[src/hw/rtl/sdtq_pkg.sv]
// package for the sorted deadline timer queue: payload types, codes, sizes
package sdtq_pkg;

    localparam int unsigned SLOTS_DEF = 16;
    localparam int unsigned TIME_W    = 63;
    localparam int unsigned HANDLE_W  = 4;
    localparam int unsigned HANDLES   = 16;

    typedef enum logic [1:0] {
        KIND_ADD    = 2'd0,
        KIND_CANCEL = 2'd1,
        KIND_TICK   = 2'd2,
        KIND_NONE   = 2'd3
    } t_kind;

    typedef enum logic [2:0] {
        ST_ADDED     = 3'd0,
        ST_PAST      = 3'd1,
        ST_FULL      = 3'd2,
        ST_BUSY      = 3'd3,
        ST_CANCELLED = 3'd4,
        ST_NOT_USED  = 3'd5,
        ST_FIRED     = 3'd6,
        ST_TICK_END  = 3'd7
    } t_status;

    typedef struct packed {
        logic [1:0]          kind;
        logic [HANDLE_W-1:0] handle;
        logic                clock_sel;
        logic [TIME_W-1:0]   deadline;
        logic [TIME_W-1:0]   now_monotonic;
        logic [TIME_W-1:0]   now_realtime;
    } t_in_item;

    typedef struct packed {
        logic [2:0]          status;
        logic [HANDLE_W-1:0] out_handle;
        logic                out_clock;
        logic [TIME_W-1:0]   remaining;
        logic                last;
        logic [TIME_W-1:0]   next_due_monotonic;
        logic                monotonic_valid;
        logic [TIME_W-1:0]   next_due_realtime;
        logic                realtime_valid;
    } t_out_item;

    // operation broadcast to every cell of a queue
    typedef enum logic [2:0] {
        COP_HOLD   = 3'b001,
        COP_INSERT = 3'b010,
        COP_REMOVE = 3'b100
    } t_cell_op;

    typedef struct packed {
        t_cell_op            op;
        logic [TIME_W-1:0]   deadline;
        logic [HANDLE_W-1:0] handle;
    } t_cell_ctl;

    // what each cell reports back
    typedef struct packed {
        logic                valid;
        logic                later;
        logic                match;
        logic [TIME_W-1:0]   deadline;
        logic [HANDLE_W-1:0] handle;
    } t_cell_stat;

endpackage

[src/hw/rtl/sdtq_cell.sv]
// one queue slot: holds a deadline and handle, shifts with its neighbors
module sdtq_cell (
    input  logic                     i_clk,
    input  logic                     i_rst_n,
    input  sdtq_pkg::t_cell_ctl      i_ctl,
    input  logic                     i_prev_later,
    input  logic                     i_prev_kill,
    input  logic                     i_prev_valid,
    input  logic [sdtq_pkg::TIME_W-1:0]   i_prev_deadline,
    input  logic [sdtq_pkg::HANDLE_W-1:0] i_prev_handle,
    input  logic                     i_next_valid,
    input  logic [sdtq_pkg::TIME_W-1:0]   i_next_deadline,
    input  logic [sdtq_pkg::HANDLE_W-1:0] i_next_handle,
    output logic                     o_kill,
    output sdtq_pkg::t_cell_stat     o_stat
);
    import sdtq_pkg::*;

    logic                r_valid;
    logic [TIME_W-1:0]   r_deadline;
    logic [HANDLE_W-1:0] r_handle;
    logic                n_valid;
    logic [TIME_W-1:0]   n_deadline;
    logic [HANDLE_W-1:0] n_handle;
    logic                w_later;
    logic                w_match;

    // compare against the broadcast item
    assign w_later = r_valid && (r_deadline > i_ctl.deadline);
    assign w_match = r_valid && (r_handle == i_ctl.handle);
    // removal point: this cell or any earlier one matched
    assign o_kill  = i_prev_kill || w_match;

    // shift decision
    always_comb begin
        n_valid    = r_valid;
        n_deadline = r_deadline;
        n_handle   = r_handle;
        case (i_ctl.op)
            COP_INSERT: begin
                if (i_prev_later) begin
                    n_valid    = i_prev_valid;
                    n_deadline = i_prev_deadline;
                    n_handle   = i_prev_handle;
                end else if (!r_valid || w_later) begin
                    n_valid    = 1'b1;
                    n_deadline = i_ctl.deadline;
                    n_handle   = i_ctl.handle;
                end
            end
            COP_REMOVE: begin
                if (o_kill) begin
                    n_valid    = i_next_valid;
                    n_deadline = i_next_deadline;
                    n_handle   = i_next_handle;
                end
            end
            default: ;
        endcase
    end

    always_ff @(posedge i_clk) begin
        if (!i_rst_n) begin
            r_valid <= 1'b0;
        end else begin
            r_valid <= n_valid;
        end
        r_deadline <= n_deadline;
        r_handle   <= n_handle;
    end

    assign o_stat.valid    = r_valid;
    assign o_stat.later    = w_later || !r_valid;
    assign o_stat.match    = w_match;
    assign o_stat.deadline = r_deadline;
    assign o_stat.handle   = r_handle;
endmodule

[src/hw/rtl/sdtq_chain.sv]
// one sorted queue built as a chain of cells
module sdtq_chain #(
    parameter int unsigned SLOTS = sdtq_pkg::SLOTS_DEF
) (
    input  logic                 i_clk,
    input  logic                 i_rst_n,
    input  sdtq_pkg::t_cell_ctl  i_ctl,
    output logic                 o_full,
    output logic                 o_found,
    output logic [sdtq_pkg::TIME_W-1:0]   o_found_deadline,
    output logic                 o_head_valid,
    output logic [sdtq_pkg::TIME_W-1:0]   o_head_deadline,
    output logic [sdtq_pkg::HANDLE_W-1:0] o_head_handle
);
    import sdtq_pkg::*;

    t_cell_stat w_stat [SLOTS];
    logic       w_kill [SLOTS];
    logic [SLOTS-1:0] w_match;

    // a cell moves its predecessor in once the insert point lies before it
    for (genvar g = 0; g < SLOTS; g++) begin : g_cell
        logic                pl;
        logic                pk;
        logic                pv;
        logic [TIME_W-1:0]   pd;
        logic [HANDLE_W-1:0] ph;
        logic                nv;
        logic [TIME_W-1:0]   nd;
        logic [HANDLE_W-1:0] nh;
        if (g == 0) begin : g_first
            assign pl = 1'b0;
            assign pk = 1'b0;
            assign pv = 1'b0;
            assign pd = '0;
            assign ph = '0;
        end else begin : g_mid
            assign pl = w_stat[g-1].later;
            assign pk = w_kill[g-1];
            assign pv = w_stat[g-1].valid;
            assign pd = w_stat[g-1].deadline;
            assign ph = w_stat[g-1].handle;
        end
        if (g == SLOTS-1) begin : g_last
            assign nv = 1'b0;
            assign nd = '0;
            assign nh = '0;
        end else begin : g_inner
            assign nv = w_stat[g+1].valid;
            assign nd = w_stat[g+1].deadline;
            assign nh = w_stat[g+1].handle;
        end
        sdtq_cell u_cell (
            .i_clk          (i_clk),
            .i_rst_n        (i_rst_n),
            .i_ctl          (i_ctl),
            .i_prev_later   (pl),
            .i_prev_kill    (pk),
            .i_prev_valid   (pv),
            .i_prev_deadline(pd),
            .i_prev_handle  (ph),
            .i_next_valid   (nv),
            .i_next_deadline(nd),
            .i_next_handle  (nh),
            .o_kill         (w_kill[g]),
            .o_stat         (w_stat[g])
        );
        assign w_match[g] = w_stat[g].match;
    end

    // found deadline: handles are unique so an or-reduction selects it
    always_comb begin
        o_found_deadline = '0;
        for (int i = 0; i < SLOTS; i++) begin
            if (w_match[i]) o_found_deadline = o_found_deadline | w_stat[i].deadline;
        end
    end

    assign o_found         = |w_match;
    assign o_full          = w_stat[SLOTS-1].valid;
    assign o_head_valid    = w_stat[0].valid;
    assign o_head_deadline = w_stat[0].deadline;
    assign o_head_handle   = w_stat[0].handle;
endmodule
[config.mk]
export PLATFORM = sky130hd
export DESIGN_NAME = sdtq_chain
export DESIGN_NICKNAME = d
export VERILOG_FILES = /design/src/hw/rtl/sdtq_pkg.sv /design/src/hw/rtl/sdtq_cell.sv /design/src/hw/rtl/sdtq_chain.sv
export SDC_FILE = /design/constraint.sdc
export NUM_CORES = 2
export LEC_CHECK = 0
export BUFFER_PORTS_ARGS = -buffer_cell sky130_fd_sc_hd__buf_4
export CAP_MARGIN = 20
export CORE_UTILIZATION = 59
export CTS_CLUSTER_DIAMETER = 40
export DETAILED_ROUTE_END_ITERATION = 7
export PLACE_DENSITY = 0.86
export SLEW_MARGIN = 30
export SYNTH_ARGS = -nofsm -noshare
export SYNTH_HDL_FRONTEND = slang
export SYNTH_HIERARCHICAL = 1
export SYNTH_SLANG_ARGS = --single-unit
[constraint.sdc]
create_clock -name i_clk -period 6.5 [get_ports i_clk]
set_input_delay 0.325 -clock i_clk [delete_from_list [all_inputs] [get_ports i_clk]]
set_output_delay 0.325 -clock i_clk [all_outputs]
set_load 0.01 [all_outputs]
==> out/results.txt <==
The flow ran to the end, but the final reports show violations. The checks that failed: design-rule violations. TritonCTS built the clock tree. The run gives 0.249 mV as the maximum resistive drop on vdd. On the final layout, the worst clock skew is 0.0491 ns. The multi-input gate area in the final layout is 0.0506 mm^2, and the final cell count without fillers is 11853. The floorplan step set the die height to 389 um. TritonCTS created 195 clock buffers. The number of endpoints failing setup at the final stage was 0; the count of placed standard cells including taps was 11474.

In this run the power density over the cells is 244 mW/mm^2. The worst hold path belongs to the class in2reg. The leading cell type in the layout, fill and taps excluded is sky130_fd_sc_hd__nand2_1. After filler insertion, the fill cell instance count of the layout stands at 11372. For this block, the routed nets add up to 392000 um of wire. Data on the critical path is required at its endpoint by 7.08 ns. The worst setup path is launched from a register. The top cell types in the final layout, fill and taps aside, are sky130_fd_sc_hd__nand2_1 (1327), sky130_fd_sc_hd__o21ai_0 (1222), sky130_fd_sc_hd__inv_1 (1087).

The run gives 29 as the initial antenna violation count. The run gives 9450 as the post-synthesis instance total. The run gives 3 as the worst-case clock buffer depth. The worst path needs 6.41 ns of the cycle, external delays included. The total area inside the core boundary comes to 0.148 mm^2. The die outline area came out at 0.152 mm^2.

The normalized max-slew margin is 21.3%, and the portion of the clock cycle consumed by the worst path in the final layout is 98.6%. Across the run, the number of max-cap violations was 0. The run gives 0 as the number of hold violations in the final report. Pin placement for this block handled 205 I/O pins. The count of H-tree levels built during CTS is 4, and the routed via count is 84775. The critical path is of the reg2reg type.

For the pin with the worst max-slew slack, the measured transition is 1.17 ns. For this configuration, the core starts out at a cell density of 59.6%. The pre-antenna-repair detailed-routing pass consisted of 8 iterations. The run gives 0.0922 ns as the worst path setup slack after routing. The remaining number of nets flagged by the antenna check after routing is 0. Across every metal layer, demand over resource in global routing totals 50.3%. The signal arrival time at the worst endpoint came out at 6.99 ns. Worst setup slack after placement: -0.116 ns.

The sum of overflow across all layers after global routing is 0. Setup total negative slack on the finished layout was measured at 0 ns. Derived from the worst setup path, the maximum achievable clock frequency is 156 MHz. Endpoint kind of the worst setup timing path: a register.

Of all nets on the critical path, the largest fanout is 5. Ratio of cells with drive above 1 in the final layout: 10.2%. After detailed routing, the number of remaining DRC violations is 11. In the final routed layout, each cell accounts on average for 33.1 um. The number of slew-limit violations in the final report was 0. A synthesized cell averages 9.36 um^2. The floorplan has 141 rows. The number of global-route vias before repair is 81351, and the post-synthesis to final-layout area growth is 13.1%. The later pin in the worst-skew pair is clocked with a latency of 0.86 ns. The area used by sequential logic in the layout came out at 0.0325 mm^2. During placement, the flow inserted port buffers numbering 204.

In this run the horizontal extent of the chip is 389 um. Entering global routing, the biggest net connects 109 pins. The half-perimeter wire length after detailed placement was 270000 um; the sink count of the clock tree was 1088. Setup repair after global routing left no endpoint under its margin. The clock transition at the registers of the reported paths works out to 0.06 ns. The global-route wire length before repair is 554000 um. The mapped netlist covers 0.0885 mm^2.

The tree is rooted in a sky130_fd_sc_hd__clkbuf_16. For this run, the post-layout net count is 10764. For the total power after layout, the log shows 24.4 mW.

Summed over all cells, the static leakage comes to 47.3 nW. For the DRC marker count from the first detailed-route iteration, the log shows 14619. Routability-driven placement finished with a final weighted congestion of 1.09. The tools report the number of warning messages in the yosys log as 6. Dividing the detail-routed via count by the number of cells gives 7.15.
-- final timing paths --
kind | to | from | slack [ns] | cells after the start
worst max register to register | g_cell[15].u_cell/r_deadline[33] | g_cell[0].u_cell/r_handle[0] | 0.09 | 23
worst min-delay path | g_cell[9].u_cell/r_deadline[44] | i_ctl[48] | 0.08 | 3
worst max-delay path | g_cell[15].u_cell/r_deadline[33] | g_cell[0].u_cell/r_handle[0] | 0.09 | 23
worst min register to register | g_cell[14].u_cell/r_handle[0] | g_cell[15].u_cell/r_handle[0] | 0.60 | 2
-- area by class of cell --
class | count | area share (%)
diodes | 3 | 0.00750
clock buffers | 219 | 5.03
clock inverters | 142 | 1.72
inverters | 1088 | 4.08
multi-input cells | 6900 | 50.5
flip-flops and latches | 1088 | 32.5
well taps | 2002 | 2.50
repair buffers | 411 | 3.64
-- power by group --
| part | switching (mW) | internal, mW | leakage [nW] |
|---|---|---|---|
| combinational | 3.01 | 1.59 | 33.9 |
| sequential | 0.738 | 8.41 | 10.2 |
| clock | 4.01 | 6.69 | 3.24 |
| total | 7.76 | 16.7 | 47.3 |
-- layer usage --
layer  share of wire [%]  GRT usage, %
met4                  10          41.3
met1                  34          60.7
met2                  40          70.9
met5               0.066             0
met3                  16          19.2
-- critical path, cell delays in order, from the launching register on --
cell and delay (ns):
sky130_fd_sc_hd__edfxtp_1 0.46, sky130_fd_sc_hd__xor2_2 0.21, sky130_fd_sc_hd__nor4_2 0.07, sky130_fd_sc_hd__or2_2 0.29, sky130_fd_sc_hd__or2_2 0.31, sky130_fd_sc_hd__or2_4 0.26, sky130_fd_sc_hd__or2_4 0.27, sky130_fd_sc_hd__or2_4 0.26
sky130_fd_sc_hd__or2_4 0.25, sky130_fd_sc_hd__or2_2 0.31, sky130_fd_sc_hd__or2_4 0.25, sky130_fd_sc_hd__or2_2 0.31, sky130_fd_sc_hd__or2_4 0.26, sky130_fd_sc_hd__or2_2 0.32, sky130_fd_sc_hd__or2_2 0.30, sky130_fd_sc_hd__or2_2 0.30
sky130_fd_sc_hd__or2_2 0.31, sky130_fd_sc_hd__or2_2 0.31, sky130_fd_sc_hd__o21ai_2 0.16, sky130_fd_sc_hd__inv_2 0.07, sky130_fd_sc_hd__a311oi_4 0.27, sky130_fd_sc_hd__nor2_4 0.09, sky130_fd_sc_hd__buf_12 0.19, sky130_fd_sc_hd__bufbuf_16 0.28
-- per-stage QoR --
step	cell area, um^2	utilization (%)	hold WS, ns
global route	100000	67.5	0.0733
CTS	100000	67.4	0.0285
finish	100000	67.5	0.0785
floorplan	89000	-	0.461
global placement	92700	62.5	0.567
detailed placement	93000	62.6	0.563
-- sequential cells by signal, summed over array words and instances (netlist names) --
signal / cells
g_cell.u_cell/r_deadline: 1008
g_cell.u_cell/r_handle: 64
g_cell.u_cell/r_valid: 16
-- what timing repair did --
item                                    CTS  global route
resized for setup                        11             4
buffers inserted                          7             0
cloned                                    4             0
pin swaps                                 5             4
endpoints found under the setup margin   67            67
hold buffers                              3             0
hold endpoints to repair                 22             0
Note: power is estimated with default switching activity, not from simulation.
